$ cat config.mk
export PLATFORM = sky130hd
export DESIGN_NAME = ipv4_tcp_header_rewriter
export DESIGN_NICKNAME = d
export VERILOG_FILES = /design/src/hdl/ithr_pkg.sv /design/src/hdl/ithr_fifo.sv /design/src/hdl/ithr_front.sv /design/src/hdl/ithr_back.sv /design/src/hdl/ipv4_tcp_header_rewriter.sv
export SDC_FILE = /design/constraint.sdc
export NUM_CORES = 2
export LEC_CHECK = 0
export ABC_AREA = 0
export BUFFER_PORTS_ARGS = -buffer_cell sky130_fd_sc_hd__buf_2
export CORE_MARGIN = 2
export CORE_UTILIZATION = 45
export DETAILED_ROUTE_END_ITERATION = 8
export MAX_ROUTING_LAYER = met4
export PLACE_DENSITY = 0.72
export SYNTH_ARGS = -nofsm -noshare
export SYNTH_HDL_FRONTEND = slang
export SYNTH_SLANG_ARGS = --single-unit
$ cat constraint.sdc
create_clock -name aclk -period 80.2 [get_ports aclk]
set_input_delay 4.01 -clock aclk [delete_from_list [all_inputs] [get_ports aclk]]
set_output_delay 4.01 -clock aclk [all_outputs]
set_load 0.03 [all_outputs]
$ cat src/hdl/ithr_pkg.sv
package ithr_pkg;

    localparam int POS_W     = 7;
    localparam int SUM_W     = 21;
    localparam int NW_W      = 5;
    localparam int OUT_CNT_W = 48;

    localparam logic [POS_W-1:0] POS_ETYPE_HI = 7'd12;
    localparam logic [POS_W-1:0] POS_ETYPE_LO = 7'd13;
    localparam logic [POS_W-1:0] POS_IHL      = 7'd14;
    localparam logic [POS_W-1:0] POS_TTL      = 7'd22;
    localparam logic [POS_W-1:0] POS_PROTO    = 7'd23;
    localparam logic [POS_W-1:0] POS_CSUM_HI  = 7'd24;
    localparam logic [POS_W-1:0] POS_CSUM_LO  = 7'd25;
    localparam logic [POS_W-1:0] ETH_HDR_LEN  = 7'd14;

    localparam logic [POS_W-1:0] TCP_FLAGS_OFF = 7'd13;
    localparam logic [POS_W-1:0] TCP_WIN_OFF   = 7'd14;
    localparam logic [POS_W-1:0] TCP_CSUM_OFF  = 7'd16;

    localparam logic [7:0] MIN_IP_AVAIL  = 8'd34;
    localparam logic [7:0] TCP_HDR_BYTES = 8'd20;
    localparam logic [7:0] ETH_HDR_BYTES = 8'd14;

    localparam logic [15:0] ETH_TYPE_IPV4 = 16'h0800;
    localparam logic [7:0]  PROTO_TCP     = 8'd6;
    localparam logic [7:0]  PROTO_UDP     = 8'd17;
    localparam int          TCP_FLAG_SYN  = 1;
    localparam int          TCP_FLAG_ACK  = 4;

    localparam logic [1:0]  PERSONA_B  = 2'd1;
    localparam logic [1:0]  PERSONA_C  = 2'd2;
    localparam logic [7:0]  TTL_LOW    = 8'd64;
    localparam logic [7:0]  TTL_HIGH   = 8'd128;
    localparam logic [15:0] WIN_SMALL  = 16'd29200;
    localparam logic [15:0] WIN_FULL   = 16'hFFFF;

    typedef struct packed {
        logic [63:0] data_word;
        logic [3:0]  valid_bytes;
        logic        last;
    } in_item_t;

    typedef struct packed {
        logic [63:0]          out_word;
        logic [3:0]           out_valid_bytes;
        logic                 out_last;
        logic                 ipv4_seen;
        logic                 header_changed;
        logic [OUT_CNT_W-1:0] count_total;
        logic [OUT_CNT_W-1:0] count_modified;
        logic [OUT_CNT_W-1:0] count_tcp;
        logic [OUT_CNT_W-1:0] count_udp;
    } out_item_t;

    typedef struct packed {
        logic [63:0] word;
        logic [3:0]  valid_bytes;
        logic        last;
    } wentry_t;

    typedef struct packed {
        logic [NW_W-1:0]           n_words;
        logic                      ipv4_seen;
        logic                      header_changed;
        logic                      do_ttl;
        logic [7:0]                new_ttl;
        logic [SUM_W-1:0]          ip_sum;
        logic                      do_win;
        logic [15:0]               new_win;
        logic [15:0]               old_win;
        logic [15:0]               old_tcp_csum;
        logic [POS_W-1:0]          tcp_off;
        logic [3:0][OUT_CNT_W-1:0] counts;
    } desc_t;

    function automatic logic [7:0] sig_ttl(input logic [1:0] persona);
        return (persona == PERSONA_B) ? TTL_HIGH : TTL_LOW;
    endfunction

    function automatic logic [15:0] sig_window(input logic [1:0] persona);
        return (persona == PERSONA_B || persona == PERSONA_C) ? WIN_FULL : WIN_SMALL;
    endfunction

    function automatic logic [5:0] hdr_len(input logic [3:0] ihl);
        return (ihl < 4'd5) ? 6'd20 : {ihl, 2'b00};
    endfunction

endpackage

$ cat src/hdl/ithr_fifo.sv
module ithr_fifo #(
    parameter int WIDTH = 8,
    parameter int DEPTH = 2
) (
    input  logic             aclk,
    input  logic             aresetn,
    input  logic             wr_en,
    input  logic [WIDTH-1:0] wr_data,
    output logic             full,
    input  logic             rd_en,
    output logic [WIDTH-1:0] rd_data,
    output logic             empty
);
    localparam int AW = (DEPTH > 1) ? $clog2(DEPTH) : 1;

    logic [WIDTH-1:0] mem [DEPTH];
    logic [AW-1:0]    wr_ptr_reg, wr_ptr_next;
    logic [AW-1:0]    rd_ptr_reg, rd_ptr_next;
    logic [AW:0]      cnt_reg, cnt_next;
    logic [WIDTH-1:0] rd_data_reg;

    assign full    = (cnt_reg == (AW+1)'(DEPTH));
    assign empty   = (cnt_reg == '0);
    assign rd_data = rd_data_reg;

    always_comb begin
        wr_ptr_next = wr_en ? wr_ptr_reg + AW'(1) : wr_ptr_reg;
        rd_ptr_next = rd_en ? rd_ptr_reg + AW'(1) : rd_ptr_reg;
        cnt_next    = cnt_reg + (AW+1)'(wr_en) - (AW+1)'(rd_en);
    end

    always_ff @(posedge aclk) begin
        if (!aresetn) begin
            wr_ptr_reg <= '0;
            rd_ptr_reg <= '0;
            cnt_reg    <= '0;
        end else begin
            wr_ptr_reg <= wr_ptr_next;
            rd_ptr_reg <= rd_ptr_next;
            cnt_reg    <= cnt_next;
        end
    end

    always_ff @(posedge aclk) begin
        if (wr_en) begin
            mem[wr_ptr_reg] <= wr_data;
        end
        if (rd_en) begin
            rd_data_reg <= mem[rd_ptr_reg];
        end
    end

endmodule

$ cat src/hdl/ithr_front.sv
module ithr_front #(
    parameter int HEADER_WORDS = 12,
    parameter int COUNTER_BITS = 48
) (
    input  logic               aclk,
    input  logic               aresetn,
    input  logic               cfg_wr_en,
    input  logic [1:0]         cfg_wr_data,
    input  logic               s_valid,
    output logic               s_ready,
    input  ithr_pkg::in_item_t s_data,
    input  logic               wq_full,
    output logic               wq_wr,
    output ithr_pkg::wentry_t  wq_data,
    input  logic               dq_full,
    output logic               dq_wr,
    output ithr_pkg::desc_t    dq_data
);
    import ithr_pkg::*;

    localparam int HC_W = $clog2(HEADER_WORDS + 1);

    logic [HC_W-1:0]               held_reg, held_next;
    logic                          pass_reg, pass_next;
    logic                          ipv4_reg, ipv4_next;
    logic                          chg_reg, chg_next;
    logic [1:0]                    persona_reg;
    logic [15:0]                   etype_reg, etype_next;
    logic [3:0]                    ihl_reg, ihl_next;
    logic [7:0]                    ttl_reg, ttl_next;
    logic [7:0]                    proto_reg, proto_next;
    logic [7:0]                    flags_reg, flags_next;
    logic [15:0]                   win_reg, win_next;
    logic [15:0]                   tcs_reg, tcs_next;
    logic [SUM_W-1:0]              sum_reg, sum_next, sum_base;
    logic [3:0][COUNTER_BITS-1:0]  cnt_reg, cnt_next;

    logic             accept, proc;
    logic [3:0]       vb_clamp, vb_eff, idx;
    logic [POS_W-1:0] base, pos, tcp_off, ip_end;
    logic [7:0]       bval, avail, need, new_ttl;
    logic [15:0]      new_win, hw;
    logic             eth_known, eth_ok, rel_now, hdr_ok;
    logic             do_ttl, do_win, is_tcp, is_udp, tcp_full;

    assign s_ready = !wq_full && !dq_full;

    always_comb begin
        accept = s_valid && s_ready;
        if (s_data.valid_bytes == 4'd0) begin
            vb_clamp = 4'd1;
        end else if (s_data.valid_bytes > 4'd8) begin
            vb_clamp = 4'd8;
        end else begin
            vb_clamp = s_data.valid_bytes;
        end
        vb_eff  = s_data.last ? vb_clamp : 4'd8;
        idx     = 4'(held_reg);
        base    = {idx, 3'b000};
        avail   = {1'b0, base} + {4'b0000, vb_eff};
        new_ttl = sig_ttl(persona_reg);
        new_win = sig_window(persona_reg);
        tcp_off = ETH_HDR_LEN + POS_W'(hdr_len(ihl_reg));

        etype_next = etype_reg;
        ihl_next   = ihl_reg;
        ttl_next   = ttl_reg;
        proto_next = proto_reg;
        flags_next = flags_reg;
        win_next   = win_reg;
        tcs_next   = tcs_reg;
        pos        = base;
        bval       = '0;
        hw         = '0;

        // field capture as bytes stream past
        for (int j = 0; j < 8; j++) begin
            pos  = base + POS_W'(j);
            bval = s_data.data_word[63 - 8*j -: 8];
            if (pos == POS_ETYPE_HI) etype_next[15:8] = bval;
            if (pos == POS_ETYPE_LO) etype_next[7:0]  = bval;
            if (pos == POS_IHL)      ihl_next         = bval[3:0];
            if (pos == POS_TTL)      ttl_next         = bval;
            if (pos == POS_PROTO)    proto_next       = bval;
            if (pos == tcp_off + TCP_FLAGS_OFF)        flags_next     = bval;
            if (pos == tcp_off + TCP_WIN_OFF)          win_next[15:8] = bval;
            if (pos == tcp_off + TCP_WIN_OFF + 7'd1)   win_next[7:0]  = bval;
            if (pos == tcp_off + TCP_CSUM_OFF)         tcs_next[15:8] = bval;
            if (pos == tcp_off + TCP_CSUM_OFF + 7'd1)  tcs_next[7:0]  = bval;
        end

        ip_end   = ETH_HDR_LEN + POS_W'(hdr_len(ihl_next));
        sum_base = (held_reg == '0) ? '0 : sum_reg;
        sum_next = sum_base;
        // header sum with the new TTL and a zero checksum field
        for (int j = 0; j < 8; j += 2) begin
            pos = base + POS_W'(j);
            hw  = {s_data.data_word[63 - 8*j -: 8], s_data.data_word[55 - 8*j -: 8]};
            if (pos == POS_TTL) hw = {new_ttl, hw[7:0]};
            if (pos >= ETH_HDR_LEN && pos < ip_end && pos != POS_CSUM_HI) begin
                sum_next = sum_next + SUM_W'(hw);
            end
        end

        eth_known = avail >= ETH_HDR_BYTES;
        eth_ok    = eth_known && (etype_next == ETH_TYPE_IPV4);
        if (avail < MIN_IP_AVAIL) begin
            need = MIN_IP_AVAIL;
        end else begin
            need = {1'b0, ip_end} + ((proto_next == PROTO_TCP) ? TCP_HDR_BYTES : 8'd0);
        end
        rel_now = (eth_known && !eth_ok) || (avail >= need) || s_data.last
               || ((held_reg + HC_W'(1)) >= HC_W'(HEADER_WORDS));

        hdr_ok   = eth_ok && (avail >= MIN_IP_AVAIL) && (avail >= {1'b0, ip_end});
        do_ttl   = hdr_ok && (ttl_next != new_ttl);
        is_tcp   = hdr_ok && (proto_next == PROTO_TCP);
        is_udp   = hdr_ok && (proto_next == PROTO_UDP);
        tcp_full = avail >= ({1'b0, ip_end} + TCP_HDR_BYTES);
        do_win   = is_tcp && tcp_full && flags_next[TCP_FLAG_SYN]
                && !flags_next[TCP_FLAG_ACK] && (win_next != new_win);

        proc     = accept && !pass_reg && rel_now;
        cnt_next = cnt_reg;
        if (proc) begin
            cnt_next[0] = cnt_reg[0] + COUNTER_BITS'(hdr_ok);
            cnt_next[1] = cnt_reg[1] + COUNTER_BITS'(2'(do_ttl) + 2'(do_win));
            cnt_next[2] = cnt_reg[2] + COUNTER_BITS'(is_tcp);
            cnt_next[3] = cnt_reg[3] + COUNTER_BITS'(is_udp);
        end

        wq_wr               = accept;
        wq_data.word        = s_data.data_word;
        wq_data.valid_bytes = vb_eff;
        wq_data.last        = s_data.last;

        dq_wr                = accept && (pass_reg || rel_now);
        dq_data.n_words      = pass_reg ? NW_W'(1) : NW_W'(held_reg) + NW_W'(1);
        dq_data.ipv4_seen    = pass_reg ? ipv4_reg : hdr_ok;
        dq_data.header_changed = pass_reg ? chg_reg : (do_ttl || do_win);
        dq_data.do_ttl       = !pass_reg && do_ttl;
        dq_data.new_ttl      = new_ttl;
        dq_data.ip_sum       = sum_next;
        dq_data.do_win       = !pass_reg && do_win;
        dq_data.new_win      = new_win;
        dq_data.old_win      = win_next;
        dq_data.old_tcp_csum = tcs_next;
        dq_data.tcp_off      = ip_end;
        for (int i = 0; i < 4; i++) begin
            dq_data.counts[i] = OUT_CNT_W'(cnt_next[i]);
        end

        held_next = held_reg;
        pass_next = pass_reg;
        ipv4_next = ipv4_reg;
        chg_next  = chg_reg;
        if (accept) begin
            if (pass_reg) begin
                if (s_data.last) begin
                    pass_next = 1'b0;
                    ipv4_next = 1'b0;
                    chg_next  = 1'b0;
                end
            end else if (rel_now) begin
                held_next = '0;
                if (s_data.last) begin
                    pass_next = 1'b0;
                    ipv4_next = 1'b0;
                    chg_next  = 1'b0;
                end else begin
                    pass_next = 1'b1;
                    ipv4_next = hdr_ok;
                    chg_next  = do_ttl || do_win;
                end
            end else begin
                held_next = held_reg + HC_W'(1);
            end
        end
    end

    always_ff @(posedge aclk) begin
        if (!aresetn) begin
            held_reg    <= '0;
            pass_reg    <= 1'b0;
            ipv4_reg    <= 1'b0;
            chg_reg     <= 1'b0;
            persona_reg <= '0;
            cnt_reg     <= '0;
        end else begin
            held_reg <= held_next;
            pass_reg <= pass_next;
            ipv4_reg <= ipv4_next;
            chg_reg  <= chg_next;
            cnt_reg  <= cnt_next;
            if (cfg_wr_en) begin
                persona_reg <= cfg_wr_data;
            end
        end
    end

    always_ff @(posedge aclk) begin
        if (accept && !pass_reg) begin
            etype_reg <= etype_next;
            ihl_reg   <= ihl_next;
            ttl_reg   <= ttl_next;
            proto_reg <= proto_next;
            flags_reg <= flags_next;
            win_reg   <= win_next;
            tcs_reg   <= tcs_next;
            sum_reg   <= sum_next;
        end
    end

endmodule

$ cat src/hdl/ithr_back.sv
module ithr_back (
    input  logic                aclk,
    input  logic                aresetn,
    output logic                dq_rd,
    input  ithr_pkg::desc_t     dq_data,
    input  logic                dq_empty,
    output logic                wq_rd,
    input  ithr_pkg::wentry_t   wq_data,
    input  logic                wq_empty,
    output logic                m_valid,
    input  logic                m_ready,
    output ithr_pkg::out_item_t m_data
);
    import ithr_pkg::*;

    localparam logic [1:0] S_IDLE = 2'd0;
    localparam logic [1:0] S_DESC = 2'd1;
    localparam logic [1:0] S_RD   = 2'd2;
    localparam logic [1:0] S_OUT  = 2'd3;

    logic [1:0]                state_reg, state_next;
    logic [NW_W-1:0]           k_reg, k_next;
    logic [NW_W-1:0]           n_reg;
    logic                      ipv4_reg, chg_reg, do_ttl_reg, do_win_reg;
    logic [7:0]                ttl_reg;
    logic [15:0]               ipcs_reg, win_reg, tcs_reg;
    logic [POS_W-1:0]          tcp_off_reg;
    logic [3:0][OUT_CNT_W-1:0] counts_reg;
    logic                      m_valid_reg, m_valid_next;
    out_item_t                 m_data_reg;

    logic             load;
    logic [16:0]      ip_f1, tcp_f1;
    logic [15:0]      ip_f2, tcp_f2;
    logic [17:0]      tcp_s;
    logic [POS_W-1:0] base, pos;
    logic [63:0]      out_w;

    assign m_valid = m_valid_reg;
    assign m_data  = m_data_reg;

    always_comb begin
        dq_rd      = 1'b0;
        wq_rd      = 1'b0;
        load       = 1'b0;
        state_next = state_reg;
        k_next     = k_reg;
        unique case (state_reg)
            S_IDLE: begin
                if (!dq_empty) begin
                    dq_rd      = 1'b1;
                    state_next = S_DESC;
                end
            end
            S_DESC: begin
                k_next = '0;
                if (!wq_empty) begin
                    wq_rd      = 1'b1;
                    state_next = S_OUT;
                end else begin
                    state_next = S_RD;
                end
            end
            S_RD: begin
                if (!wq_empty) begin
                    wq_rd      = 1'b1;
                    state_next = S_OUT;
                end
            end
            S_OUT: begin
                if (!m_valid_reg || m_ready) begin
                    load   = 1'b1;
                    k_next = k_reg + NW_W'(1);
                    if (k_reg + NW_W'(1) < n_reg) begin
                        if (!wq_empty) begin
                            wq_rd = 1'b1;
                        end else begin
                            state_next = S_RD;
                        end
                    end else if (!dq_empty) begin
                        dq_rd      = 1'b1;
                        state_next = S_DESC;
                    end else begin
                        state_next = S_IDLE;
                    end
                end
            end
        endcase
        m_valid_next = load ? 1'b1 : (m_ready ? 1'b0 : m_valid_reg);
    end

    // checksum folds
    always_comb begin
        ip_f1  = 17'(dq_data.ip_sum[15:0]) + 17'(dq_data.ip_sum[SUM_W-1:16]);
        ip_f2  = ip_f1[15:0] + 16'(ip_f1[16]);
        tcp_s  = {2'b00, ~dq_data.old_tcp_csum} + {2'b00, ~dq_data.old_win}
               + {2'b00, dq_data.new_win};
        tcp_f1 = 17'(tcp_s[15:0]) + 17'(tcp_s[17:16]);
        tcp_f2 = tcp_f1[15:0] + 16'(tcp_f1[16]);
    end

    always_comb begin
        out_w = wq_data.word;
        base  = {k_reg[3:0], 3'b000};
        pos   = base;
        for (int j = 0; j < 8; j++) begin
            pos = base + POS_W'(j);
            if (do_ttl_reg) begin
                if (pos == POS_TTL)     out_w[63 - 8*j -: 8] = ttl_reg;
                if (pos == POS_CSUM_HI) out_w[63 - 8*j -: 8] = ipcs_reg[15:8];
                if (pos == POS_CSUM_LO) out_w[63 - 8*j -: 8] = ipcs_reg[7:0];
            end
            if (do_win_reg) begin
                if (pos == tcp_off_reg + TCP_WIN_OFF)         out_w[63 - 8*j -: 8] = win_reg[15:8];
                if (pos == tcp_off_reg + TCP_WIN_OFF + 7'd1)  out_w[63 - 8*j -: 8] = win_reg[7:0];
                if (pos == tcp_off_reg + TCP_CSUM_OFF)        out_w[63 - 8*j -: 8] = tcs_reg[15:8];
                if (pos == tcp_off_reg + TCP_CSUM_OFF + 7'd1) out_w[63 - 8*j -: 8] = tcs_reg[7:0];
            end
        end
    end

    always_ff @(posedge aclk) begin
        if (!aresetn) begin
            state_reg   <= S_IDLE;
            k_reg       <= '0;
            m_valid_reg <= 1'b0;
        end else begin
            state_reg   <= state_next;
            k_reg       <= k_next;
            m_valid_reg <= m_valid_next;
        end
    end

    always_ff @(posedge aclk) begin
        if (state_reg == S_DESC) begin
            n_reg       <= dq_data.n_words;
            ipv4_reg    <= dq_data.ipv4_seen;
            chg_reg     <= dq_data.header_changed;
            do_ttl_reg  <= dq_data.do_ttl;
            ttl_reg     <= dq_data.new_ttl;
            ipcs_reg    <= ~ip_f2;
            do_win_reg  <= dq_data.do_win;
            win_reg     <= dq_data.new_win;
            tcs_reg     <= ~tcp_f2;
            tcp_off_reg <= dq_data.tcp_off;
            counts_reg  <= dq_data.counts;
        end
        if (load) begin
            m_data_reg.out_word        <= out_w;
            m_data_reg.out_valid_bytes <= wq_data.valid_bytes;
            m_data_reg.out_last        <= wq_data.last;
            m_data_reg.ipv4_seen       <= ipv4_reg;
            m_data_reg.header_changed  <= chg_reg;
            m_data_reg.count_total     <= counts_reg[0];
            m_data_reg.count_modified  <= counts_reg[1];
            m_data_reg.count_tcp       <= counts_reg[2];
            m_data_reg.count_udp       <= counts_reg[3];
        end
    end

endmodule

$ cat src/hdl/ipv4_tcp_header_rewriter.sv
// IPv4 TTL / TCP SYN window rewriter.
// s_ channel: frame words (8 bytes, first byte in the top lane) with a valid
// byte count and a last flag; m_ channel: the same words after rewriting,
// tagged with the frame flags and four wrapping statistics counters.
// cfg_wr_en/cfg_wr_data load the 2-bit persona register at once.
// Leading words of a frame are held until the IPv4 header (plus 20 TCP bytes
// for TCP) is in, the frame ends, the frame is not IPv4, or the header
// buffer fills. The input side takes one word per cycle while neither queue
// is full, into a word queue of 2**clog2(HEADER_WORDS) entries; header
// checks run as words arrive. The output engine starts each request with a
// descriptor fetch, then sends its held words at one per cycle while words
// are queued and m_ready allows; each later word of the frame is a request
// of its own, with its own descriptor fetch.
// When m_ready is low the output register holds; the queues fill and then
// s_ready drops. Reset clears all counters, the persona, queues and frame
// state; nothing is sent until new words arrive.
module ipv4_tcp_header_rewriter #(
    parameter int HEADER_WORDS = 12,
    parameter int COUNTER_BITS = 48
) (
    input  logic                aclk,
    input  logic                aresetn,
    input  logic                cfg_wr_en,
    input  logic [1:0]          cfg_wr_data,
    input  logic                s_valid,
    output logic                s_ready,
    input  ithr_pkg::in_item_t  s_data,
    output logic                m_valid,
    input  logic                m_ready,
    output ithr_pkg::out_item_t m_data
);
    import ithr_pkg::*;

    localparam int WQ_DEPTH = 1 << $clog2(HEADER_WORDS);
    localparam int DQ_DEPTH = 2;

    logic    wq_wr, wq_rd, wq_full, wq_empty;
    logic    dq_wr, dq_rd, dq_full, dq_empty;
    wentry_t wq_in, wq_out;
    desc_t   dq_in, dq_out;

    ithr_front #(
        .HEADER_WORDS(HEADER_WORDS),
        .COUNTER_BITS(COUNTER_BITS)
    ) u_front (
        .aclk       (aclk),
        .aresetn    (aresetn),
        .cfg_wr_en  (cfg_wr_en),
        .cfg_wr_data(cfg_wr_data),
        .s_valid    (s_valid),
        .s_ready    (s_ready),
        .s_data     (s_data),
        .wq_full    (wq_full),
        .wq_wr      (wq_wr),
        .wq_data    (wq_in),
        .dq_full    (dq_full),
        .dq_wr      (dq_wr),
        .dq_data    (dq_in)
    );

    ithr_fifo #(
        .WIDTH($bits(wentry_t)),
        .DEPTH(WQ_DEPTH)
    ) u_wq (
        .aclk   (aclk),
        .aresetn(aresetn),
        .wr_en  (wq_wr),
        .wr_data(wq_in),
        .full   (wq_full),
        .rd_en  (wq_rd),
        .rd_data(wq_out),
        .empty  (wq_empty)
    );

    ithr_fifo #(
        .WIDTH($bits(desc_t)),
        .DEPTH(DQ_DEPTH)
    ) u_dq (
        .aclk   (aclk),
        .aresetn(aresetn),
        .wr_en  (dq_wr),
        .wr_data(dq_in),
        .full   (dq_full),
        .rd_en  (dq_rd),
        .rd_data(dq_out),
        .empty  (dq_empty)
    );

    ithr_back u_back (
        .aclk    (aclk),
        .aresetn (aresetn),
        .dq_rd   (dq_rd),
        .dq_data (dq_out),
        .dq_empty(dq_empty),
        .wq_rd   (wq_rd),
        .wq_data (wq_out),
        .wq_empty(wq_empty),
        .m_valid (m_valid),
        .m_ready (m_ready),
        .m_data  (m_data)
    );

endmodule

==> results.md <==
- Status: complete, but fails checks
- Failing checks: capacitance limit
- Initial antenna violation count: 31
- Synth top area share: 70.16%
- DP HPWL: 152,500 um
- Clock Path Buffers: 4
- Ys flop type: edfxtp_1
- CP arrival: 13.06 ns
- Mapped Area: 0.1093 mm^2
- Largest register FFs: 1,104
- Die H: 496.9 um
- Sw Share: 28.15%
- Hold-fix buffers at CTS: 0
- Initial drt markers: 5,858
- Critical-path top delay cell: a31oi_1
- Power per cell area: 33.63 mW/mm^2
- GRT Resource Usage Total: 21.13%
- Mapped Cells: 6,544
- Inserted Clock Buffers: 299
- Num rows: 180
- Post-Syn Area per Cell: 16.71 um^2
- Largest net degree at the start of global routing: 150
- Initial Utilization: 45.36%
- Routed wl met3: 20,040 um
- Post-synth ARST share: 0%
- Post-route setup TNS: 0 ns
- Worst skew pair latency: 0.95 ns
- Combinational share of power: 20.8%
- Metal-1 WL: 106,500 um
- Layout cells sized above 1: 19.68%
- RePlAce Congestion: 0.8759
- Area grow syn2layout: 14.05%
- Post-synth top cells: edfxtp_1, nand2_1, mux2_2, mux2i_1, xnor2_1
- Core ar.: 0.2410 mm^2
- IO Pins: 341
- Peak Freq: 0.08082 GHz
- First-pass GRT wire length: 378,700 um
- DIE AREA: 0.2469 mm^2
- Int Power: 0.003013 W
- IO buf count: 340
- CP Class: in -> reg
- Synth area leaders: edfxtp_1, dfxtp_1, mux2_2, mux4_2, mux2i_1
- Largest stage delay, worst path: 0.50 ns
- Worst EP required: 80.88 ns
- Routed WL: 258,700 um
- Max-cap viol count: 1
- Setup Buffers After CTS: 0
- # clock sinks: 2,780
- Buffer and inverter count on the worst path: 5
- Fin util: 51.74%
- Clock root buffer master: clkbuf_16
- Tmin final: 12.37 ns
- Count leader, synth: edfxtp_1
- Max Clock Skew: 0.09670 ns
- Met2 Routed Length: 124,700 um
- CTS tree: built
- Top delay family on crit path: compound AO/OA/AOI/OAI gates
- Grt ovf: 0
- Fin. max-slew vios: 0
- Number of synthesized register bits: 2,780
- DP Area: 0.1151 mm^2
- Fin. Hold Viols: 0
- Most frequent cell on the critical path: ha_1
- Final net count: 7,307
- Crit path max fanout: 35
- Distinct cell type count after synthesis: 76
- Design area: 0.1247 mm^2
- DRT Pass-1 Iters: 6
- LEAKAGE: 42.69 nW
- Post-synth EDFFs: 2,554
- Setup ws final: 67.83 ns
- Vias after detailed routing: 58,760
- Via/cell ratio: 5.607
- Critical Path Sink Type: register
- Setup-failing EPs final: 0
- Leading area contributor after synthesis: edfxtp_1
- Sequential Power Share: 47.3%
- Peak supply drop: 0.02450 mV
- Die width: 496.9 um
- Cts repair resizes: 0
- Part of the power in the clock network: 31.9%
- Remaining antenna violation count: 0
- Relative slew slack: 0.8273%
- CTS H-Tree Depth: 5
- Actual slew at the worst max-slew pin: 1.482 ns
- Fillers: 18,990
- DRC Markers: 0
- Period utilisation layout: 15.43%
- Startpoint types: input pin
- Sequential share of the synthesized area: 74.29%
- RSZ-0062 raised after global routing: false
- Net load switching power: 0.001181 W
- Yosys warning count: 0
- Post-Syn Nets: 6,805
- Vias in the first global route: 58,750
- Max Used Layer: met4
- Setup slack after placement: 67.07 ns
- Hold WC Path Type: reg -> reg
- Routed WL per cell: 24.69 um
- Clock-pin slew on the worst setup and hold paths: 0.06 ns
power by group through the flow:
stage / Sequential [W] / Clock, W / Combinational, W
CTS: 0.00199 / 0.00136 / 0.000881
detailed placement: 0.00201 / 0 / 0.000876
floorplan: 0.00206 / 0 / 0.000606
global placement: 0.00201 / 0 / 0.000861
global route: 0.00200 / 0.00142 / 0.000950
finish: 0.00198 / 0.00134 / 0.000874
cells by family (layout without fill, tap and decap cells):
family | Yosys count | in the layout | synth area share, %
flops | 2780 | 2780 | 74.29
simple gates | 1293 | 1293 | 5.853
mux | 767 | 767 | 9.035
compound gates | 754 | 754 | 4.287
buf+inv | 395 | 1117 | 1.368
xor+xnor | 363 | 363 | 2.908
fa+ha+maj | 192 | 192 | 2.254
other cells | 0 | 28 | 0
cell usage in the layout (no fill, tap or decap), drive strengths merged, types with 72 or more instances in the layout:
cell type,Yosys,final
edfxtp,2554,2554
buf,49,430
nand2,406,406
mux2,378,378
clkbuf,180,372
mux2i,251,251
xnor2,245,245
o21ai,236,236
and2,229,229
dfxtp,226,226
nor2,225,225
a21oi,214,214
ha,175,175
inv,165,175
mux4,138,138
nand3,128,128
xor2,118,118
clkinv,1,104
a22oi,72,72
final timing paths:
check                       from                     end  slack (ns)  cells past startpoint
max                   s_data[16]     u_front.sum_reg[20]       67.83                     37
min            u_dq.rd_data[148]  u_back.counts_reg[148]        0.36                      0
max reg2reg  u_front.held_reg[1]     u_front.sum_reg[20]       69.72                     40
min reg2reg    u_dq.rd_data[148]  u_back.counts_reg[148]        0.36                      0
layer usage:
metal | vias up | global-route usage (%)
li1 | 26020 | -
met1 | 29870 | 28.10
met2 | 2438 | 33.34
met3 | 434 | 3.645
met4 | 0 | 6.534
met5 | - | -
area by class of cell:
cell class | instances | area, um^2 | area share (%)
antenna | 28 | 70.07 | 0.05620
clock buffer | 372 | 7974 | 6.395
clock inverter | 149 | 1514 | 1.214
inverter | 166 | 625.6 | 0.5018
multi-input combinational | 3369 | 26810 | 21.50
sequential | 2780 | 81230 | 65.15
tap | 3185 | 3985 | 3.196
timing repair buffer | 430 | 2471 | 1.982
metrics by stage:
| stage | instances | hold WS, ns | power, W |
|---|---|---|---|
| after CTS | 10450 | 0.3553 | 0.004229 |
| after global placement | 9930 | 0.4004 | 0.002867 |
| after floorplan | 6544 | 0.4003 | 0.002665 |
| final | 10480 | 0.3563 | 0.004194 |
| after global routing | 10470 | 0.3595 | 0.004365 |
| after detailed placement | 9930 | 0.4045 | 0.002888 |
worst register-to-register path, delay by kind of cell (launching register included):
family,cells,cell delay [ns]
compound gates,14,3.29
fa+ha+maj,10,3.13
simple gates,6,1.33
buf+inv,6,1.12
flops,1,0.64
mux,2,0.57
xor+xnor,2,0.20
Note: power is estimated with default switching activity, not from simulation.
